### config.mk
export PLATFORM = sky130hd
export DESIGN_NAME = crps_window_flat
export DESIGN_NICKNAME = d
export VERILOG_FILES = /design/src/rtl/crps_pkg.sv /design/src/rtl/crps_point_if.sv /design/src/rtl/crps_window.sv /design/src/flat_wrapper.sv
export SDC_FILE = /design/constraint.sdc
export NUM_CORES = 1
export LEC_CHECK = 0
export ABC_AREA = 1
export BUFFER_PORTS_ARGS = -buffer_cell sky130_fd_sc_hd__buf_2
export CAP_MARGIN = 15
export CORE_MARGIN = 2
export CORE_UTILIZATION = 45
export CTS_CLUSTER_DIAMETER = 40
export CTS_CLUSTER_SIZE = 40
export DETAILED_ROUTE_END_ITERATION = 16
export PLACE_DENSITY = 0.85
export SYNTH_ARGS = -nofsm -noshare
export SYNTH_HDL_FRONTEND = slang
export SYNTH_SLANG_ARGS = --single-unit
### constraint.sdc
create_clock -name clk_i -period 3.8 [get_ports clk_i]
set_input_delay 0.38 -clock clk_i [delete_from_list [all_inputs] [get_ports clk_i]]
set_output_delay 0.38 -clock clk_i [all_outputs]
set_load 0.02 [all_outputs]
### src/rtl/crps_pkg.sv
package crps_pkg;

  // Default coordinate width, two's complement.
  localparam int unsigned COORD_WIDTH = 24;

  // Weights are integers in units of 1/128.
  localparam int unsigned WEIGHT_SHIFT = 7;
  localparam int unsigned WEIGHT_WIDTH = 8;

  // Headroom over the coordinate width for a weighted sum of four points.
  localparam int unsigned SUM_GUARD = 9;

  typedef enum logic [1:0] {
    KIND_NONE     = 2'd0, // point held, no result
    KIND_PASS     = 2'd1, // one point out unchanged
    KIND_SEG      = 2'd2, // three samples of one segment
    KIND_SEG_LAST = 2'd3  // three samples, three of the closing segment, last point
  } job_kind_e;

  typedef struct packed {
    logic      valid;
    job_kind_e kind;
    logic      path_end;
  } job_ctrl_t;

  // Number of results a job yields.
  function automatic logic [2:0] result_count(input job_kind_e kind);
    logic [2:0] n;
    case (kind)
      KIND_PASS:     n = 3'd1;
      KIND_SEG:      n = 3'd3;
      KIND_SEG_LAST: n = 3'd7;
      default:       n = 3'd0;
    endcase
    return n;
  endfunction

  // Catmull-Rom weight of tap (0..3) for sample t = (s + 1) / 4.
  function automatic logic signed [WEIGHT_WIDTH-1:0] weight(input logic [1:0] s,
                                                           input logic [1:0] tap);
    logic signed [WEIGHT_WIDTH-1:0] w;
    case ({s, tap})
      4'b00_00: w = -8'sd9;
      4'b00_01: w = 8'sd111;
      4'b00_10: w = 8'sd29;
      4'b00_11: w = -8'sd3;
      4'b01_00: w = -8'sd8;
      4'b01_01: w = 8'sd72;
      4'b01_10: w = 8'sd72;
      4'b01_11: w = -8'sd8;
      4'b10_00: w = -8'sd3;
      4'b10_01: w = 8'sd29;
      4'b10_10: w = 8'sd111;
      4'b10_11: w = -8'sd9;
      default:  w = 8'sd0;
    endcase
    return w;
  endfunction

endpackage

### src/rtl/crps_point_if.sv
interface crps_point_if #(
  parameter int unsigned CoordWidth = crps_pkg::COORD_WIDTH
);
  logic                         valid;
  logic                         ready;
  logic signed [CoordWidth-1:0] point_x;
  logic signed [CoordWidth-1:0] point_y;
  logic signed [CoordWidth-1:0] point_z;
  logic                         last_point;

  modport source (output valid, point_x, point_y, point_z, last_point, input ready);
  modport sink   (input valid, point_x, point_y, point_z, last_point, output ready);
endinterface

### src/rtl/crps_window.sv
module crps_window #(
  parameter int unsigned CoordWidth = crps_pkg::COORD_WIDTH
) (
  input  logic                               clk_i,
  input  logic                               rst_ni,
  input  logic                               smoothing_enable_i,
  input  logic                               take_i,
  crps_point_if.sink                         point_in,
  output crps_pkg::job_ctrl_t                job_o,
  output logic [3:0][2:0][CoordWidth-1:0]    job_pts_o
);

  logic [2:0][2:0][CoordWidth-1:0] win_q, win_d;
  logic [1:0]                      seen_q, seen_d;
  logic [2:0][CoordWidth-1:0]      pt;
  logic                            accept;
  crps_pkg::job_kind_e             kind;
  logic                            pend;

  assign point_in.ready = take_i;
  assign accept = point_in.valid && take_i;
  assign pt = {point_in.point_z, point_in.point_y, point_in.point_x};

  always_comb begin
    kind   = crps_pkg::KIND_NONE;
    pend   = 1'b0;
    seen_d = seen_q;
    win_d  = win_q;
    if (!smoothing_enable_i) begin
      kind   = crps_pkg::KIND_PASS;
      pend   = point_in.last_point;
      seen_d = 2'd0;
    end else begin
      case (seen_q)
        2'd0: begin
          kind   = crps_pkg::KIND_PASS;
          pend   = point_in.last_point;
          win_d  = {pt, pt, pt};
          seen_d = point_in.last_point ? 2'd0 : 2'd1;
        end
        2'd1: begin
          if (point_in.last_point) begin
            kind   = crps_pkg::KIND_PASS;
            pend   = 1'b1;
            seen_d = 2'd0;
          end else begin
            win_d  = {pt, win_q[2], win_q[1]};
            seen_d = 2'd2;
          end
        end
        default: begin
          if (point_in.last_point) begin
            kind   = crps_pkg::KIND_SEG_LAST;
            seen_d = 2'd0;
          end else begin
            kind   = crps_pkg::KIND_SEG;
            win_d  = {pt, win_q[2], win_q[1]};
            seen_d = 2'd3;
          end
        end
      endcase
    end
  end

  // Segment taps oldest first; a passed point rides in the newest tap.
  assign job_pts_o      = {pt, win_q[2], win_q[1], win_q[0]};
  assign job_o.valid    = accept && (kind != crps_pkg::KIND_NONE);
  assign job_o.kind     = kind;
  assign job_o.path_end = pend;

  always_ff @(posedge clk_i or negedge rst_ni) begin
    if (!rst_ni) begin
      seen_q <= 2'd0;
      win_q  <= '0;
    end else if (accept) begin
      seen_q <= seen_d;
      win_q  <= win_d;
    end
  end

endmodule

### src/flat_wrapper.sv
// flat-port wrapper written by rule: the top's interface ports become plain ports
module crps_window_flat 
#(
  parameter int unsigned CoordWidth = crps_pkg::COORD_WIDTH
)
  (clk_i, rst_ni, smoothing_enable_i, take_i, job_o, job_pts_o, point_in_valid, point_in_point_x, point_in_point_y, point_in_point_z, point_in_last_point, point_in_ready);
  crps_point_if #(.CoordWidth(CoordWidth)) point_in_i ();
  input  logic clk_i;
  input  logic rst_ni;
  input  logic smoothing_enable_i;
  input  logic take_i;
  output crps_pkg::job_ctrl_t job_o;
  output logic [3:0][2:0][CoordWidth-1:0] job_pts_o;
  input wire logic [$bits(point_in_i.valid)-1:0] point_in_valid;
  input wire logic [$bits(point_in_i.point_x)-1:0] point_in_point_x;
  input wire logic [$bits(point_in_i.point_y)-1:0] point_in_point_y;
  input wire logic [$bits(point_in_i.point_z)-1:0] point_in_point_z;
  input wire logic [$bits(point_in_i.last_point)-1:0] point_in_last_point;
  output wire logic [$bits(point_in_i.ready)-1:0] point_in_ready;
  assign point_in_i.valid = point_in_valid;
  assign point_in_i.point_x = point_in_point_x;
  assign point_in_i.point_y = point_in_point_y;
  assign point_in_i.point_z = point_in_point_z;
  assign point_in_i.last_point = point_in_last_point;
  assign point_in_ready = point_in_i.ready;
  crps_window #(.CoordWidth(CoordWidth)) u_core (.clk_i(clk_i), .rst_ni(rst_ni), .smoothing_enable_i(smoothing_enable_i), .take_i(take_i), .point_in(point_in_i), .job_o(job_o), .job_pts_o(job_pts_o));
endmodule
==> results.toml <==
[outcome]
status = "complete, no violations"

[critical_path]
crit_type = "flop to output port"
crit_required_ns = 3.42
crit_path_end_kind = "output port"
startpoint_type = "flop"
arrival_ns = 2.17
cp_max_fo = 83

[timing]
setup_viol = 0
max_slew_margin_pct = 34.0
fin_crit_ns = 2.55
fin_crit_sh_pct = 67.0
tightest_slew_ns = 0.990
fmax_mhz = 393
setup_tns_ns = 0
rsz0062_at_grt = "false"
hold_violations = 0
slew_viol_final = 0
clock-skew-final_ns = 0.0105

[yosys]
synth_cell_types = 14
syn_avg_cell_area_um2 = 7.44
synth.ff_latch_count = 218
seq_area_frac_synth_pct = 52.4
synth_fa_ha_area_share_pct = 0
syn_area_um2 = 10400
synthCells = 1401
ys_warn_count = 0
synthMuxAreaShare_pct = 0
synth_top_family_by_area = "simple AND/OR/NAND/NOR gates"
syn-num-nets = 1479
synth-simple-area-share_pct = 38.0
synth_compound_area_share_pct = 0.108
synth-xor-area-share_pct = 0

[routing]
routed_via_density = 5.07
antenna_left = 0
wl_per_cell_um = 15.1
vias = 10000
drtIter0Drc = 772
drt-pass1-iter-count = 5
drt_wl_total_um = 29900
drc = 0

[cts]
cts_tree = "done"
post-cts-setup-buffers = 0
clkLatencyLatePin_ns = 0.54
clock-sinks = 218
numCtsBuffers = 30
path_clk_slew_ns = 0.07
cts_max_path_buffers = 3
hold_buffers = 1
cts.repair.resized = 0
htree_num_levels = 1
clockRootBuffer = "clkbuf_16"

[die]
die_area_um2 = 24400
core_um2 = 22700
die_x_um = 156
rows = 55
ioPinCount = 371
die_h_um = 156
initial_utilization_pct = 45.9

[layout]
drive_gt1_share_pct = 26.2
fillers = 2051
finalNetCount = 1744
stdcell_count = 1974
fin_area_um2 = 12800
mostFrequentLayoutCell = "nand2_1"
num_antenna_cells = 0
final_util_pct = 56.6
syn_to_final_growth_pct = 23.3
final_cell_mix = "943 x nand2_1, 369 x buf_2, 218 x dfrtp_1, 74 x nand3_1, 31 x clkbuf_16"

[global_routing]
grt_use_total_pct = 23.5
grt_pass1_wl_um = 46700
grt_max_degree = 114
overflow = 0
antenna_found_initial = 0
grt_pass1_vias = 9189

[placement]
gp_congestion = 0.843
place_inst = 1918
dp_hpwl_um = 18900
place_area_um2 = 11800
portBuffers = 370

[power_and_ir_drop]
ir_worst_vdd_uv = 456
power_density_nw_per_um2 = 655
leakage_nw = 7.79

[min_path]
hp-class = "primary input to flop"

[run]
maxCapViolCount = 0
per-layer routing:
layer  part of all wire [%]  vias to the layer above  track usage [%]
li1                       -                     4717                -
met1                     39                     4697             29.0
met2                     50                      526             41.6
met3                    8.4                       63             4.33
met5                      0                        -                0
met4                    2.6                        0             7.95
power by group:
part | internal [mW] | leakage, nW | switching (mW)
combinational | 0.726 | 4.56 | 1.62
clock | 1.69 | 0.493 | 1.15
sequential | 2.82 | 2.74 | 0.392
registers in the layout (all words and copies together), names as in the netlist:
register          count
u_core.seen_q         2
u_core.job_pts_o    216
critical path, stage by stage, from the launching register on:
cell	delay, ns
dfrtp_1	0.43
inv_2	0.09
nand2_4	0.09
buf_4	0.64
nand2_1	0.14
buf_2	0.20
cell usage after synthesis:
library cell | count | area share [%]
nand2_1 | 944 | 34
buf_1 | 2 | 0.072
buf_4 | 97 | 7.0
o21ai_0 | 1 | 0.048
nand3_1 | 74 | 3.6
clkbuf_1 | 18 | 0.65
a31oi_1 | 1 | 0.060
dfrtp_1 | 218 | 52
inv_2 | 2 | 0.072
nand2_2 | 2 | 0.12
buf_2 | 33 | 1.6
nor2_4 | 2 | 0.22
inv_1 | 4 | 0.14
nor2_1 | 3 | 0.11
through the flow:
stage | power [mW] | hold slack, ns | setup slack [ns]
finish | 8.41 | 0.102 | 1.25
global route | 8.84 | 0.0976 | 1.08
CTS | 8.47 | 0.0743 | 1.20
detailed placement | 5.59 | 0.430 | 1.78
global placement | 5.52 | 0.431 | 1.82
floorplan | 4.69 | 0.0844 | 2.38
final timing paths:
kind                                            from                     to  slack (ns)  depth (start not counted)
min in group asynchronous                     rst_ni  u_core.job_pts_o[177]        0.44                          2
worst max-delay path                u_core.seen_q[1]               job_o[1]        1.25                          5
worst max register to register      u_core.seen_q[1]       u_core.seen_q[1]        1.77                          5
worst min-delay path            point_in_point_x[16]  u_core.job_pts_o[160]        0.10                          3
max in group asynchronous                     rst_ni   u_core.job_pts_o[72]        2.32                          3
worst min register to register  u_core.job_pts_o[46]   u_core.job_pts_o[46]        0.47                          2
final cells by class:
| class | count | area, um^2 | share of cell area [%] |
|---|---|---|---|
| clock buffer | 34 | 797 | 6.20 |
| clock inverter | 21 | 231 | 1.80 |
| multi-input combinational | 1027 | 4000 | 31.1 |
| timing repair buffer | 383 | 1990 | 15.5 |
| tap | 285 | 357 | 2.78 |
| inverter | 6 | 22.5 | 0.175 |
| sequential | 218 | 5460 | 42.5 |
logic make-up (layout without fill, tap and decap cells):
family / after synthesis / in the layout
AOI/OAI and AO/OA: 2 / 2
buffers and inverters: 156 / 444
DFF: 218 / 218
and+or+nand+nor: 1025 / 1025
Note: power is estimated with default switching activity, not from simulation.
